File: src/hdl/shrgb_pkg.sv
// Package for the SH DC to RGB8 converter: widths, the quantised SH
// constant and the word type that travels down the divider stages.
// No dependencies.
`default_nettype none

package shrgb_pkg;

    localparam int COEF_W     = 16;
    // C0 = 0.28209479177387814 in units of 2^-24, with a sign bit for the multiply.
    localparam int CQ_W       = 24;
    localparam int CZERO_FRAC = 24;
    localparam logic signed [CQ_W-1:0] CZERO_Q = 24'sd4732765;
    // Channel value width: a 16 x 23 bit product plus the 0.5 offset stays
    // below 2^39 for every supported fraction width.
    localparam int VW     = 39;
    localparam int BYTE_W = 8;
    // Dividend is the channel times 255.
    localparam int NW     = VW + BYTE_W;
    localparam int NCH    = 3;

    typedef logic signed [COEF_W-1:0] t_coef;
    typedef logic [VW-1:0]            t_chan;
    typedef logic [NW-1:0]            t_num;
    typedef logic [BYTE_W-1:0]        t_byte;

    typedef struct packed {
        t_num  [NCH-1:0] num;
        t_chan           den;
        t_byte [NCH-1:0] quo;
    } t_div_word;

endpackage

`default_nettype wire

File: src/hdl/shrgb_chan.sv
// One colour channel front end: multiply by the SH constant, then add 0.5
// and clamp at zero. Two register stages. Uses shrgb_pkg.
`default_nettype none

module shrgb_chan #(
    parameter int FRAC_BITS = 12
) (
    input  wire logic            i_clk,
    input  wire logic            i_ld_prod,
    input  wire logic            i_ld_val,
    input  wire shrgb_pkg::t_coef i_coef,
    output shrgb_pkg::t_chan     o_val
);

    localparam int PW = shrgb_pkg::COEF_W + shrgb_pkg::CQ_W;
    localparam int SW = PW + 1;
    localparam logic signed [SW-1:0] HALF =
        SW'(1) <<< (FRAC_BITS + shrgb_pkg::CZERO_FRAC - 1);

    logic signed [PW-1:0] r_prod;
    logic signed [PW-1:0] n_prod;
    shrgb_pkg::t_chan     r_val;
    shrgb_pkg::t_chan     n_val;
    logic signed [SW-1:0] sum;

    assign n_prod = PW'(i_coef) * PW'(shrgb_pkg::CZERO_Q);

    always_comb begin
        sum = SW'(r_prod) + HALF;
        // Negative channels clamp to zero.
        if (sum[SW-1]) begin
            n_val = '0;
        end else begin
            n_val = sum[shrgb_pkg::VW-1:0];
        end
    end

    always_ff @(posedge i_clk) begin
        if (i_ld_prod) begin
            r_prod <= n_prod;
        end
        if (i_ld_val) begin
            r_val <= n_val;
        end
    end

    assign o_val = r_val;

endmodule

`default_nettype wire

File: config.mk
export PLATFORM = sky130hd
export DESIGN_NAME = shrgb_chan
export DESIGN_NICKNAME = d
export VERILOG_FILES = /design/src/hdl/shrgb_pkg.sv /design/src/hdl/shrgb_chan.sv
export SDC_FILE = /design/constraint.sdc
export NUM_CORES = 1
export LEC_CHECK = 0
export ABC_CLOCK_PERIOD_IN_PS = 8650
export BUFFER_PORTS_ARGS = -buffer_cell sky130_fd_sc_hd__buf_2
export CAP_MARGIN = 20
export CORE_UTILIZATION = 60
export CTS_BUF_LIST = sky130_fd_sc_hd__clkbuf_4
export DETAILED_ROUTE_END_ITERATION = 10
export GPL_TIMING_DRIVEN = 0
export PLACE_DENSITY = 0.84
export SLEW_MARGIN = 20
export SYNTH_ARGS = -nofsm -noshare
export SYNTH_HDL_FRONTEND = slang
export SYNTH_SLANG_ARGS = --single-unit
File: constraint.sdc
create_clock -name i_clk -period 8.65 [get_ports i_clk]
set_input_delay 2.1625 -clock i_clk [delete_from_list [all_inputs] [get_ports i_clk]]
set_output_delay 2.1625 -clock i_clk [all_outputs]
set_load 0.005 [all_outputs]
==> results.yml <==
worst_hold_path:
  hold_path_end: "o_val[25]"
  worst_hold_path.num_cells: 1
  min_from: "r_prod[25]"
  hold_class: "register to register"
cts:
  cts_tree: "built"
  hold_fix_buffers_cts: 0
  htree_num_levels: 3
  clock_path_buffers: 2
  clkSinkCount: 79
  cts_made_buffers: 9
  post-cts-setup-buffers: 0
  clk_transition_reported_paths_ns: 0.11
  insertion_delay_ns: 0.40
  clock_tree.root_cell: "clkbuf_4"
  cts.repair.resized: 0
grt:
  busiest_grt_layer: "met2"
  grt_overflow: 0
  grt_antenna_before_repair: 1
  routing_usage_on_met2_pct: 38.61
  global_route.usage.met1_pct: 32.12
  grt_use_met3_pct: 3.205
  grt_max_degree: 41
  grt_use_total_pct: 23.29
  number_of_global_route_vias_before_repair: 6124
  grt_pass1_wl_um: 29190
outcome:
  run_status: "finished, final reports clean"
sta:
  final-max-slew-violation-count: 0
  setup_repair_after_global_routing_missed_its_margin: "false"
  totalNegativeSetupSlack_ns: 0
  final_critical_path_setup_slack_ns: 0.9618
  timing.final.hold_violations: 0
  tightest_slew_ns: 0.8114
  maxClockFrequency_mhz: 130.1
  timing.slew.headroom_pct: 45.91
  report.final.setup_viol: 0
  timing.final.crit_period_ns: 7.688
  worst_clock_skew_ns: 0.01451
  fin_crit_sh_pct: 88.88
logic_synthesis:
  synthArstFlopShare_pct: 0
  synth-warning-count: 0
  synth.ff_latch_count: 79
  synth.yosys.seq_area_share_pct: 25.41
  synth_ff_type: "edfxtp_1"
  mappedNetlistArea_um2: 9335
  synthesis.nets: 1171
  edff_count_synth: 79
  syn-instance-count: 874
  synth.lib_cells_used.distinct: 48
  synthesized_area_per_cell_um2: 10.68
finish:
  final_common_cell: "inv_1"
  layout.core_utilization_pct: 65.71
  fillCellCount: 1167
  design.final.nets: 1239
  most_frequent_cells_in_the_layout: "inv_1, ha_1, fa_1, edfxtp_1, buf_2"
  drive_above_1_share_pct: 8.870
  syn_to_final_growth_pct: 7.010
  multiInputGateArea_um2: 6135
  seqCellArea_um2: 2372
critical_path:
  rrSetupSlack_ns: 7.18
  worstSetupPathType: "primary input to register"
  worstPathMaxFanout: 7
  critical_register_to_register_path_endpoint: "o_val[14]"
  critPathCaptureType: "register"
  reg2reg_depth: 4
  critical_path.startpoint: "i_coef[1]"
  cp-start-kind: "primary input"
  critPathRequiredTime_ns: 8.80
  rr_startpoint: "r_prod[37]"
  arrival_ns: 7.84
routing:
  drt-pass1-iter-count: 5
  drc: 0
  dr_total_vias: 6043
  drtIter0Drc: 262
  vias_per_cell: 5.320
  average_wire_per_cell_in_the_routed_design_um: 15.37
  ant_nets: 0
  route.final.wire_length_um: 17460
place:
  post-place-ws_ns: 0.5776
  io_buffers: 57
  dp.final_hpwl_um: 15130
  finalWeightedCongestion: 0.9006
floorplan:
  chipWidth_um: 126.7
  fp.dieArea_um2: 16060
  top_level_ports: 58
  design.core.area_um2: 15200
  floorplan.initialDensity_pct: 61.41
  die_span_y_um: 126.7
  rows: 45
run:
  cap_viol_max_count: 0
==> flip-flops by register name (all words and copies together), names as in the netlist <==
name    count
r_prod     40
o_val      39
==> critical path, cell delays in order <==
cell	delay, ns
buf_2	0.19
ha_1	0.43
inv_1	0.09
fa_1	0.55
fa_1	0.56
inv_1	0.05
fa_1	0.46
fa_1	0.56
inv_1	0.06
fa_1	0.52
inv_1	0.04
ha_1	0.27
clkbuf_1	0.28
nand4_1	0.22
a211oi_1	0.39
a211o_1	0.21
a21oi_1	0.10
nor3_1	0.37
o21ai_0	0.19
xnor2_1	0.15
==> cell usage after synthesis, types with 3 or more instances <==
cell type  number  area share (%)
inv_1         203             8.2
ha_1          168              23
fa_1          110              24
edfxtp_1       79              25
a21oi_1        45             2.4
and2_1         37             2.5
nand2_1        32             1.3
o21ai_0        27             1.4
xnor2_1        22             2.1
nor2_1         18            0.72
nand3_1        16            0.86
clkbuf_1       15            0.60
a21o_1         14             1.1
xor2_1         11             1.0
nand4_1        10            0.67
and3_1          5            0.34
o21bai_1        5            0.40
a211o_1         4            0.38
o211ai_1        4            0.32
o21a_1          4            0.32
a211oi_1        3            0.24
nor3_1          3            0.16
o21ai_1         3            0.16
or2_2           3            0.20
==> area by class of cell <==
class	instances	share of cell area, %
Antenna cell	1	0.02505
Buffer	17	0.6638
Clock buffer	11	0.8267
Clock inverter	5	0.4885
Inverter	203	7.628
Multi-Input combinational cell	575	61.41
Sequential cell	79	23.75
Tap cell	188	2.355
Timing Repair Buffer	57	2.856
==> cells by family after synthesis <==
kind of cell	count (synthesis)	share of synthesized area (%)
compound gates	123	8.350
fa+ha+maj	278	46.11
flops	79	25.41
simple gates	139	7.948
xor+xnor	33	3.096
mux	2	0.2145
buf+inv	220	8.873
==> worst max path at each step <==
stage / endpoint / cells after the start
6_report: r_prod[33] / 20
3_5_place_dp: r_prod[33] / 20
2_1_floorplan: r_prod[36] / 17
3_3_place_gp: r_prod[36] / 18
5_1_grt: r_prod[33] / 20
4_1_cts: r_prod[36] / 18
==> stage by stage <==
stage | cell area, µm² | cells | hold WS (ns)
CTS | 9987 | 1135 | 0.5239
global placement | 9856 | 1119 | 0.5033
finish | 9990 | 1136 | 0.5191
global route | 9990 | 1136 | 0.5305
floorplan | 9335 | 874 | 0.4967
detailed placement | 9856 | 1119 | 0.5073
==> layer usage <==
layer	routed length [µm]	part of all wire, %
met1	8400	48
met2	8016	46
met3	719	4.1
met4	325	1.9
met5	0	0
Power is left out: the tool's default activity adds up to more than one toggle a clock period on the data nets, which glitch-free logic cannot reach.
