### config.mk
export PLATFORM = sky130hd
export DESIGN_NAME = shrgb_div_step
export DESIGN_NICKNAME = d
export VERILOG_FILES = /design/src/hdl/shrgb_pkg.sv /design/src/hdl/shrgb_div_step.sv
export SDC_FILE = /design/constraint.sdc
export NUM_CORES = 1
export LEC_CHECK = 0
export BUFFER_PORTS_ARGS = -buffer_cell sky130_fd_sc_hd__buf_2
export CORE_MARGIN = 8
export CORE_UTILIZATION = 54
export CTS_BUF_LIST = sky130_fd_sc_hd__clkbuf_4 sky130_fd_sc_hd__clkbuf_8
export DETAILED_ROUTE_END_ITERATION = 12
export GPL_ROUTABILITY_DRIVEN = 1
export GPL_TIMING_DRIVEN = 1
export PLACE_DENSITY = 0.83
export SYNTH_ARGS = -nofsm -noshare
export SYNTH_HDL_FRONTEND = slang
export SYNTH_SLANG_ARGS = --single-unit
### constraint.sdc
create_clock -name i_clk -period 4.5 [get_ports i_clk]
set_clock_uncertainty 0.15 [all_clocks]
set_input_delay 0.45 -clock i_clk [delete_from_list [all_inputs] [get_ports i_clk]]
set_output_delay 0.45 -clock i_clk [all_outputs]
set_load 0.03 [all_outputs]
### src/hdl/shrgb_pkg.sv
// Package for the SH DC to RGB8 converter: widths, the quantised SH
// constant and the word type that travels down the divider stages.
// No dependencies.
`default_nettype none

package shrgb_pkg;

    localparam int COEF_W     = 16;
    // C0 = 0.28209479177387814 in units of 2^-24, with a sign bit for the multiply.
    localparam int CQ_W       = 24;
    localparam int CZERO_FRAC = 24;
    localparam logic signed [CQ_W-1:0] CZERO_Q = 24'sd4732765;
    // Channel value width: a 16 x 23 bit product plus the 0.5 offset stays
    // below 2^39 for every supported fraction width.
    localparam int VW     = 39;
    localparam int BYTE_W = 8;
    // Dividend is the channel times 255.
    localparam int NW     = VW + BYTE_W;
    localparam int NCH    = 3;

    typedef logic signed [COEF_W-1:0] t_coef;
    typedef logic [VW-1:0]            t_chan;
    typedef logic [NW-1:0]            t_num;
    typedef logic [BYTE_W-1:0]        t_byte;

    typedef struct packed {
        t_num  [NCH-1:0] num;
        t_chan           den;
        t_byte [NCH-1:0] quo;
    } t_div_word;

endpackage

`default_nettype wire

### src/hdl/shrgb_div_step.sv
// One restoring-division step: settles one quotient bit for all three
// channels and registers the partial remainders. Uses shrgb_pkg.
`default_nettype none

module shrgb_div_step #(
    parameter int BIT = 7
) (
    input  wire logic                 i_clk,
    input  wire logic                 i_ld,
    input  wire shrgb_pkg::t_div_word i_word,
    output shrgb_pkg::t_div_word      o_word
);

    shrgb_pkg::t_div_word r_word;
    shrgb_pkg::t_div_word n_word;
    shrgb_pkg::t_num      trial;
    logic                 ge;

    always_comb begin
        trial       = shrgb_pkg::t_num'(i_word.den) << BIT;
        n_word.den  = i_word.den;
        n_word.num  = i_word.num;
        n_word.quo  = i_word.quo;
        ge          = 1'b0;
        for (int c = 0; c < shrgb_pkg::NCH; c++) begin
            ge = (i_word.num[c] >= trial);
            if (ge) begin
                n_word.num[c] = i_word.num[c] - trial;
            end
            n_word.quo[c] = {i_word.quo[c][shrgb_pkg::BYTE_W-2:0], ge};
        end
    end

    always_ff @(posedge i_clk) begin
        if (i_ld) begin
            r_word <= n_word;
        end
    end

    assign o_word = r_word;

endmodule

`default_nettype wire

==> flow_metrics.py <==
metrics = {
    "floorplan": {
        "die_h_um": 177,
        "ios": 410,
        "start_util_pct": 54.4,
        "die_width_um": 177,
        "dieArea_sq_um": 31300,
        "core_area_sq_um": 25800,
        "row_count": 59,
    },
    "synth": {
        "syn_area_per_cell_sq_um": 9.96,
        "synthCells": 1406,
        "syn-cell-area_sq_um": 14000,
        "synth.distinct_cells": 77,
        "async_flop_share_pct": 0,
        "synth_edf_count": 204,
        "synthesis.nets": 1732,
        "ys_seq_elements": 204,
        "synthFlopType": "edfxtp_1",
        "synth_warnings": 0,
        "ys_seq_area_share_pct": 43.7,
    },
    "timing": {
        "setup_viol": 0,
        "worst_slack_ps": 179,
        "fmax_mhz": 231,
        "period_needed_ps": 4320,
        "rsz0062_at_grt": "no",
        "worst_pin_slew_ps": 848,
        "hold_viol": 0,
        "hold_slack_ps": 58.7,
        "tns_ps": 0,
        "fin_crit_sh_pct": 96.0,
        "finalMaxSlewViolations": 0,
        "relSlewSlack_pct": 42.8,
    },
    "finish": {
        "ff_latch_area_sq_um": 6130,
        "multi_input_area_sq_um": 7380,
        "area_growth_pct": 28.0,
        "mostFrequentLayoutCell": "buf_2",
        "final_nets": 2216,
        "layoutNonFillerInstCount": 2255,
        "final_cell_mix": "buf_2 (405), edfxtp_1 (204), a21oi_1 (141)",
        "layout-drive-gt1-share_pct": 26.8,
        "nFillCells": 1939,
        "final_core_util_pct": 69.6,
        "largest_reg_flops": 204,
    },
    "placed_design": {
        "place_congestion": 0.920,
        "placed_cells": 2106,
        "post-place-ws_ps": 128,
        "numPortBuffers": 406,
        "dp_hpwl_um": 36300,
    },
    "clocking": {
        "numCtsBuffers": 37,
        "cts_tree": "yes",
        "htree_levels": 2,
        "clockBufferDepth": 3,
        "cts_setup_buffers": 0,
        "clockRootBuffer": "clkbuf_8",
        "clock_sinks": 204,
        "cts.clk_slew.worst_paths_ps": 70,
    },
    "worst_setup_path": {
        "cp-startpoint": "i_word[25]",
        "crit_type": "primary input to flip-flop",
        "crit_path_start_kind": "primary input",
        "cp.required_ps": 4640,
        "cp.arrival_ps": 4460,
        "path_max_fanout": 31,
        "end_kind": "flip-flop",
    },
    "worst_hold_path": {
        "hold_depth": 3,
        "min_path_type": "primary input to flip-flop",
        "min_from": "i_word[169]",
        "holdPathEnd": "o_word[169]",
    },
    "run_status": {
        "status": "finished clean",
    },
    "grt": {
        "grt_pass1_wl_um": 71600,
        "antenna_found_initial": 10,
        "grtUsageTotal_pct": 29.0,
        "grt_pass1_vias": 13400,
        "grt_overflow": 0,
        "grt_max_degree": 82,
    },
    "routing": {
        "routed-via-count": 13300,
        "firstDrtPassIters": 5,
        "drtAntennaViolNets": 0,
        "viasPerCell": 5.89,
        "drt_iter0_drc": 1217,
        "drc": 0,
        "avgRoutedWirePerCell_um": 21.2,
        "drt_wl_total_um": 47800,
    },
    "power_and_ir_drop": {
        "ir_drop_mv": 0.343,
        "swShare_pct": 35.7,
        "p_sw_w": 0.00234,
        "p_clk_share_pct": 27.3,
        "p_int_w": 0.00421,
        "p_per_area_nw_per_um2": 365,
        "power_frac_seq_pct": 38.0,
        "power_leakage_nw": 7.97,
        "pwr-share-comb_pct": 34.7,
    },
    "run": {
        "cap_violations": 0,
    },
}
Yosys cell counts, drive strengths merged, types with 12 or more instances:
| cell | instances | area, sq um |
|---|---|---|
| nor2b | 14 | 87.6 |
| o21a | 12 | 90.1 |
| nand2 | 132 | 495 |
| buf | 17 | 134 |
| a211oi | 19 | 148 |
| xor2 | 49 | 429 |
| ha | 117 | 1460 |
| inv | 67 | 251 |
| xnor2 | 56 | 490 |
| nand4 | 28 | 175 |
| a31oi | 19 | 131 |
| o21ai | 135 | 683 |
| nor2 | 92 | 345 |
| and3 | 13 | 81.3 |
| a21o | 76 | 571 |
| a21oi | 144 | 739 |
| o21bai | 12 | 90.1 |
| nor3 | 15 | 75.1 |
| nand3 | 21 | 105 |
| mux2 | 17 | 221 |
| clkbuf | 39 | 146 |
| edfxtp | 204 | 6130 |
through the flow:
stage                     total power (W)  area (sq um)
after floorplan                   0.00401         14000
after global placement            0.00465         16400
after detailed placement          0.00469         16400
after CTS                         0.00654         17900
after global routing              0.00684         17900
final                             0.00655         17900
power by group through the flow:
stage / Clock (W) / Sequential (W) / Combinational, W
6_report: 0.00179 / 0.00248 / 0.00227
5_1_grt: 0.00189 / 0.00250 / 0.00244
4_1_cts: 0.00181 / 0.00248 / 0.00225
3_5_place_dp: 0 / 0.00252 / 0.00218
3_3_place_gp: 0 / 0.00251 / 0.00214
2_1_floorplan: 0 / 0.00300 / 0.00100
layer usage:
layer / part of all wire, % / global-route usage (%) / vias up
met5: 0.086 / 0 / -
met4: 3.8 / 13.0 / 6
met3: 9.7 / 7.81 / 114
met2: 48 / 49.4 / 691
met1: 38 / 33.8 / 6233
li1: - / - / 6233
cells by family after synthesis:
family	after synthesis	synth area share, %
buf+inv	123	3.80
compound gates	481	21.7
xor+xnor	105	6.57
fa+ha+maj	120	10.9
mux	17	1.58
simple gates	356	11.7
flops	204	43.7
timing repair:
item                       4_1_cts  5_1_grt
hold endpoints to repair        80        0
setup endpoints to repair        0        8
resized for setup                0        1
hold buffers                    80        0
area by class of cell:
type | count | share of cell area [%]
Multi-Input combinational cell | 1079 | 41.2
Clock buffer | 42 | 3.12
Tap cell | 335 | 2.34
Antenna cell | 7 | 0.0977
Clock inverter | 20 | 0.914
Sequential cell | 204 | 34.2
Timing Repair Buffer | 501 | 16.8
Inverter | 67 | 1.40
critical path: stages:
cell and delay (ps):
dlygate4sd3_1 530, buf_2 110, inv_1 180, fa_1 540, a211oi_1 340, o21a_1 200
o31a_1 180, nor4_1 100, o21ai_0 440, a31oi_2 250, o21ai_4 510, buf_12 250
mux2_2 350
worst max-delay path by stage:
| stage | slack [ps] | end | cells past startpoint |
|---|---|---|---|
| finish | 180 | o_word[165] | 13 |
| global route | 10 | o_word[165] | 13 |
| CTS | 150 | o_word[177] | 15 |
| detailed placement | 130 | o_word[173] | 13 |
| global placement | 200 | o_word[165] | 13 |
| floorplan | 870 | o_word[118] | 14 |
No activity file was read; power rests on OpenSTA's default activity.
