[config.mk]
export PLATFORM = sky130hd
export DESIGN_NAME = shrgb_norm
export DESIGN_NICKNAME = d
export VERILOG_FILES = /design/src/hdl/shrgb_pkg.sv /design/src/hdl/shrgb_norm.sv
export SDC_FILE = /design/constraint.sdc
export NUM_CORES = 1
export LEC_CHECK = 0
export ABC_CLOCK_PERIOD_IN_PS = 4700
export BUFFER_PORTS_ARGS = -buffer_cell sky130_fd_sc_hd__buf_4
export CORE_ASPECT_RATIO = 0.5
export CORE_MARGIN = 3
export CORE_UTILIZATION = 31
export CTS_BUF_LIST = sky130_fd_sc_hd__clkbuf_8
export DETAILED_ROUTE_END_ITERATION = 12
export GPL_TIMING_DRIVEN = 0
export HOLD_SLACK_MARGIN = 0.02
export PLACE_DENSITY = 0.49
export SETUP_SLACK_MARGIN = 0.3
export SYNTH_ARGS = -nofsm -noshare
export SYNTH_HDL_FRONTEND = slang
export SYNTH_SLANG_ARGS = --single-unit
[constraint.sdc]
create_clock -name i_clk -period 4.7 [get_ports i_clk]
set_input_delay 0.235 -clock i_clk [delete_from_list [all_inputs] [get_ports i_clk]]
set_output_delay 0.235 -clock i_clk [all_outputs]
set_load 0.02 [all_outputs]
[src/hdl/shrgb_pkg.sv]
// Package for the SH DC to RGB8 converter: widths, the quantised SH
// constant and the word type that travels down the divider stages.
// No dependencies.
`default_nettype none

package shrgb_pkg;

    localparam int COEF_W     = 16;
    // C0 = 0.28209479177387814 in units of 2^-24, with a sign bit for the multiply.
    localparam int CQ_W       = 24;
    localparam int CZERO_FRAC = 24;
    localparam logic signed [CQ_W-1:0] CZERO_Q = 24'sd4732765;
    // Channel value width: a 16 x 23 bit product plus the 0.5 offset stays
    // below 2^39 for every supported fraction width.
    localparam int VW     = 39;
    localparam int BYTE_W = 8;
    // Dividend is the channel times 255.
    localparam int NW     = VW + BYTE_W;
    localparam int NCH    = 3;

    typedef logic signed [COEF_W-1:0] t_coef;
    typedef logic [VW-1:0]            t_chan;
    typedef logic [NW-1:0]            t_num;
    typedef logic [BYTE_W-1:0]        t_byte;

    typedef struct packed {
        t_num  [NCH-1:0] num;
        t_chan           den;
        t_byte [NCH-1:0] quo;
    } t_div_word;

endpackage

`default_nettype wire

[src/hdl/shrgb_norm.sv]
// Normalisation set-up: finds the largest channel, forms channel * 255 and
// picks the divisor (the largest channel, or 1.0). Two register stages.
// Uses shrgb_pkg.
`default_nettype none

module shrgb_norm #(
    parameter int FRAC_BITS = 12
) (
    input  wire logic                       i_clk,
    input  wire logic                       i_ld_max,
    input  wire logic                       i_ld_den,
    input  wire shrgb_pkg::t_chan [shrgb_pkg::NCH-1:0] i_val,
    output shrgb_pkg::t_div_word            o_word
);

    localparam shrgb_pkg::t_chan ONE =
        shrgb_pkg::t_chan'(1) << (FRAC_BITS + shrgb_pkg::CZERO_FRAC);

    shrgb_pkg::t_chan                      r_max;
    shrgb_pkg::t_chan                      n_max;
    shrgb_pkg::t_num [shrgb_pkg::NCH-1:0]  r_num;
    shrgb_pkg::t_num [shrgb_pkg::NCH-1:0]  n_num;
    shrgb_pkg::t_div_word                  r_word;
    shrgb_pkg::t_div_word                  n_word;
    shrgb_pkg::t_chan                      max_rg;

    always_comb begin
        max_rg = (i_val[1] > i_val[0]) ? i_val[1] : i_val[0];
        n_max  = (i_val[2] > max_rg) ? i_val[2] : max_rg;
        for (int c = 0; c < shrgb_pkg::NCH; c++) begin
            n_num[c] = (shrgb_pkg::t_num'(i_val[c]) << shrgb_pkg::BYTE_W)
                     - shrgb_pkg::t_num'(i_val[c]);
        end
    end

    // Dividing by 1.0 is the plain shift, so both cases share the divider.
    always_comb begin
        n_word.num = r_num;
        n_word.den = (r_max > ONE) ? r_max : ONE;
        n_word.quo = '0;
    end

    always_ff @(posedge i_clk) begin
        if (i_ld_max) begin
            r_max <= n_max;
            r_num <= n_num;
        end
        if (i_ld_den) begin
            r_word <= n_word;
        end
    end

    assign o_word = r_word;

endmodule

`default_nettype wire

==> impl_metrics.ini, run 1 <==
[pwr]
power_frac_comb_pct = 25.5
switchingPower_mw = 2.80
intPower_mw = 6.36
p_per_area_nw_per_um2 = 341
switching_share_pct = 30.5
seq_power_share_pct = 46.1
clockPowerShare_pct = 28.5
p_leak_nw = 11.5
ir_worst_vdd_mv = 0.177

[sta]
maxSlewHeadroom_pct = 16.8
fin_ws_ns = 0.342
setup-tns-final_ns = 0
fin_crit_ns = 4.36
fin_crit_sh_pct = 92.7
hold_viol_final = 0
fin_worst_skew_ns = 0.0241
finalSetupViolations = 0
fmax_mhz = 229
tightest_slew_ns = 1.23
hold_ws_ns = 0.0668
drv_slew = 0
rsz0062_at_grt = false

[setup_path]
cp_max_fo = 5
path_class = in -> reg
startpoint_type = input port
cp.required_ns = 5.10
end_kind = flip-flop
critical_path_arrival_ns = 4.76

[floorplan]
chipWidth_um = 372
row_count = 66
die_y_um = 189
start_util_pct = 31.6
core_area_sq_um = 65600
die_area_sq_um = 70200
pin_count = 324

[layout]
fillerInstances = 6404
drive_gt1_share_pct = 22.6
instances_no_fill = 3183
nets = 2552
areaGrowthSynthToFinish_pct = 29.7

[logic_synthesis]
syn-cell-area_sq_um = 20700
synth_top_area_share_pct = 52.2
yosys.area_share.adder_pct = 10.5
synth_mux_area_share_pct = 3.77
synth_top_cells_by_count = edfxtp_1, ha_1, inv_1
ys_types = 89
synthFlopType = edfxtp_1
synth_cells = 1752
synth-seq-cells = 360
synth-simple-area-share_pct = 9.88
synth-compound-area-share_pct = 13.6
synth_edf_count = 360
syn-mean-instance-area_sq_um = 11.8
ys_seq_area_share_pct = 52.2
ys.warnings.count = 0
synth-xor-area-share_pct = 5.41
synth_top_family_by_area = compound AO/OA/AOI/OAI gates
yosysMostFrequentCell = edfxtp_1
synth_top_cell_by_area = edfxtp_1
synthTopCellsByArea = edfxtp_1, ha_1, xnor2_1
synth-async-reset-ratio_pct = 0

[clock_network]
clk_pin_slew_ns = 0.06
clock-root-buffer = clkbuf_8
clockBufferDepth = 3
htree_levels = 2
numCtsBuffers = 57
clock-sinks = 360
clk_latency_ns = 0.66
cts_tree = built

[drt]
wl_per_cell_um = 21.2
via_per_inst = 4.90
wl_met3_um = 4190
dr_wl_met2_um = 30400
drt-initial-drc-count = 1263
routed_wl_um = 67600
dr.pass1.iters = 7
wl_met1_um = 31700
via_count = 15600
drc_errors = 0
top_layer_used = met4
drtAntennaViolNets = 0

[placed_design]
post-place-ws_ns = -1.14
portBuffers = 299
dp_cells = 2960
hpwl_um = 51600
gp_congestion = 0.906

[grt]
grt_antenna_before_repair = 3
grt_overflow_total = 0
grt_pass1_vias = 15200
grt_pass1_wl_um = 97600
grt_max_degree = 96
grt_usage_pct = 18.5

[worst_hold_path]
hold_path_class = in -> reg

[job]
maxCapViolCount = 0

[run_status]
status = complete, no violations
-- worst max-delay path, stage by stage --
cell and delay, ns:
buf_4 0.11, inv_1 0.07, ha_1 0.29, nand4_1 0.31
nor4_2 0.55, nor3_2 0.10, a31oi_1 0.23, o2bb2ai_2 0.11
buf_6 0.18, clkbuf_16 0.16, buf_4 0.13, mux2i_2 0.15
ha_1 0.30, nand4_1 0.13, nor2_1 0.15, nand3_2 0.15
or3_4 0.38, or3_4 0.39, o31ai_4 0.09, buf_6 0.22
mux2_4 0.31
-- cells by family after synthesis --
kind of cell	Yosys count
AO/OA/AOI/OAI	427
XOR/XNOR	128
adder cells (fa/ha/maj)	174
buffers and inverters	212
flip-flops	360
multiplexers	78
other	1
AND/OR/NAND/NOR	372
-- layer usage --
| layer | vias to the layer above | track usage [%] |
|---|---|---|
| met5 | - | 0 |
| met1 | 7546 | 27.0 |
| met3 | 80 | 3.24 |
| met4 | 0 | 4.20 |
| met2 | 449 | 28.7 |
| li1 | 7517 | - |
-- final timing paths --
check                        endpoint  slack [ns]  depth (start not counted)                  from
max                r_max[0]$_DFFE_PP_        0.34                         21             i_val[21]
max reg2reg  o_word[49]$_SDFFCE_PP0P_        1.41                          6   r_max[27]$_DFFE_PP_
min reg2reg      o_word[97]$_DFFE_PP_        0.41                          0  n_word[97]$_DFFE_PP_
min                r_max[1]$_DFFE_PP_        0.07                          3              i_val[1]
-- area by class of cell --
class	count	area, sq um	share of cell area (%)
diodes	3	7.51	0.0279
plain buffers	73	513	1.91
clock buffers	57	785	2.92
clock inverters	40	262	0.973
inverters	139	526	1.95
multi-input cells	1203	9320	34.7
flip-flops and latches	360	10800	40.2
well taps	884	1110	4.11
repair buffers	424	3550	13.2
-- power by group through the flow --
stage	logic, mW	clock network, mW	registers, mW
finish	2.33	2.61	4.22
global route	2.52	2.85	4.26
CTS	2.24	2.72	4.23
floorplan	1.10	0	4.42
detailed placement	2.12	0	4.29
global placement	2.11	0	4.30
-- what timing repair did --
item | in CTS | in global routing
gates resized for setup | 25 | 47
hold buffers | 103 | 0
hold endpoints to repair | 82 | 0
endpoints found under the setup margin | 39 | 39
buffers inserted | 5 | 13
pin swaps | 4 | 14
gates cloned | 0 | 2
-- stage by stage --
step	total power [mW]	util, %	cell area (sq um)
detailed placement	6.41	37.0	24200
finish	9.16	41.0	26900
global placement	6.41	36.9	24200
CTS	9.19	40.4	26500
floorplan	5.52	-	20800
global route	9.63	41.0	26900
-- cells in the final DEF, fill, tap and decap left out, types with 60 or more instances in the layout --
master,count
buf_4,338
a21o_1,103
xnor2_1,94
edfxtp_1,360
nor2_1,66
nand2_1,68
inv_1,150
mux2i_1,60
a21oi_1,120
o21ai_0,63
dlygate4sd3_1,103
ha_1,169
-- flip-flops by register name, indices dropped and copies added (netlist names) --
signal,cells
o_word,180
n_word,141
r_max,39
(Power assumes the default switching activity.)
==> run 2: changes to the inputs <==
Settings changed: CORE_UTILIZATION 31 to 35, PLACE_DENSITY 0.49 to 0.54.
==> run 2 against run 1 <==
  * Clock-buffer cell count unchanged
  * Power increased by 0.50%
  * Sequential share of layout area is 0.12 points higher
  * Combinational power about the same
  * Flip-flop and latch count is the same
==> impl_metrics.ini, run 2 (synthesis gave the netlist of run 1 again) <==
[drt]
routed_wl_um = 65300
via_count = 15600
wl_per_cell_um = 21.4
drtAntennaViolNets = 0
drc_errors = 0
drt-initial-drc-count = 1325
dr.pass1.iters = 7
via_per_inst = 5.13

[layout]
post-route-util_pct = 46.3
nets = 2532
instances_no_fill = 3050
fillerInstances = 5406
areaGrowthSynthToFinish_pct = 29.3
layout_common_cells = edfxtp_1, buf_4, ha_1
seqCellArea_sq_um = 10800
largest_reg_flops = 180
final_common_cell = edfxtp_1
multi_input_area_sq_um = 9550
design_area_sq_um = 26800
drive_gt1_share_pct = 24.7

[clock_network]
clk_pin_slew_ns = 0.08
clock-sinks = 360
clockBufferDepth = 3
clk_latency_ns = 0.65
htree_levels = 2
cts_tree = built
clock-root-buffer = clkbuf_8
numCtsBuffers = 55

[grt]
grt_pass1_wl_um = 94700
grt_antenna_before_repair = 3
grt_usage_pct = 20.3
grt_overflow_total = 0
grt_max_degree = 97
grt_pass1_vias = 15000

[floorplan]
die_area_sq_um = 62400
die_y_um = 178
pin_count = 324
chipWidth_um = 350
start_util_pct = 35.8
row_count = 62
core_area_sq_um = 57900

[pwr]
total_power_mw = 9.20
clockPowerShare_pct = 28.7
ir_worst_vdd_mv = 0.195
switchingPower_mw = 2.79
p_per_area_nw_per_um2 = 343
power_frac_comb_pct = 25.5
p_leak_nw = 11.5
seq_power_share_pct = 45.8
switching_share_pct = 30.3
intPower_mw = 6.42

[setup_path]
path_class = in -> reg
end_kind = flip-flop
cp_max_fo = 5
critical_path_arrival_ns = 4.75
startpoint_type = input port
cp.required_ns = 5.08

[sta]
hold_viol_final = 0
tightest_slew_ns = 1.12
fin_ws_ns = 0.324
setup-tns-final_ns = 0
fmax_mhz = 229
maxSlewHeadroom_pct = 24.0
fin_worst_skew_ns = 0.0225
hold_ws_ns = 0.0648
fin_crit_sh_pct = 93.1
rsz0062_at_grt = false
drv_slew = 0
fin_crit_ns = 4.38
finalSetupViolations = 0

[run_status]
status = complete, no violations

[worst_hold_path]
hold_path_class = in -> reg

[placed_design]
portBuffers = 299
post-place-ws_ns = -1.24
place_area_sq_um = 24100
dp_cells = 2844
hpwl_um = 49700
gp_congestion = 0.920

[job]
maxCapViolCount = 0
run 2: what timing repair did:
item | 4_1_cts | 5_1_grt
endpoints found under the hold margin | 73 | 0
resized for setup | 55 | 72
setup endpoints to repair | 39 | 39
pin swaps | 12 | 29
hold buffers | 78 | 0
cloned | 1 | 0
buffers inserted | 16 | 10
run 2: worst paths after layout:
kind,start,to,slack (ns),cells past startpoint
setup / recovery,i_val[67],r_max[0]$_DFFE_PP_,0.32,22
setup reg to reg,r_max[36]$_DFFE_PP_,o_word[44]$_SDFFCE_PP0P_,1.55,6
hold / removal,i_val[59],r_max[20]$_DFFE_PP_,0.06,3
hold reg to reg,n_word[179]$_DFFE_PP_,o_word[179]$_DFFE_PP_,0.41,0
run 2: routing by layer:
layer / part of all wire (%) / vias up / track usage, %
met5: 0 / - / 0
met4: 1.3 / 0 / 4.36
met3: 5.6 / 56 / 3.68
met2: 46 / 415 / 31.5
met1: 48 / 7652 / 29.5
li1: - / 7509 / -
run 2: critical path, stage by stage:
cell,delay (ns)
buf_4,0.16
ha_4,0.25
a21o_1,0.17
a21o_1,0.17
a21oi_1,0.13
o21ai_1,0.09
nand2_1,0.08
o211ai_1,0.35
o2bb2ai_4,0.30
buf_6,0.12
buf_6,0.12
buf_4,0.22
mux2i_1,0.34
ha_1,0.18
nand4_1,0.15
nor2_2,0.16
nand3_2,0.15
or3_4,0.38
or3_4,0.38
o31ai_4,0.09
buf_6,0.21
mux2_4,0.31
run 2: power groups by stage:
stage               combinational [mW]  clock (mW)  sequential, mW
finish                            2.35        2.64            4.21
global route                      2.54        2.89            4.25
CTS                               2.27        2.74            4.22
detailed placement                2.13           0            4.29
global placement                  2.11           0            4.29
floorplan                         1.10           0            4.42
run 2: area by class of cell:
type / instances / share of cell area [%]
Tap cell: 768 / 3.59
Timing Repair Buffer: 406 / 12.5
Clock buffer: 57 / 2.93
Clock inverter: 41 / 1.10
Buffer: 73 / 1.92
Inverter: 139 / 2.00
Antenna cell: 3 / 0.0280
Multi-Input combinational cell: 1203 / 35.6
Sequential cell: 360 / 40.3
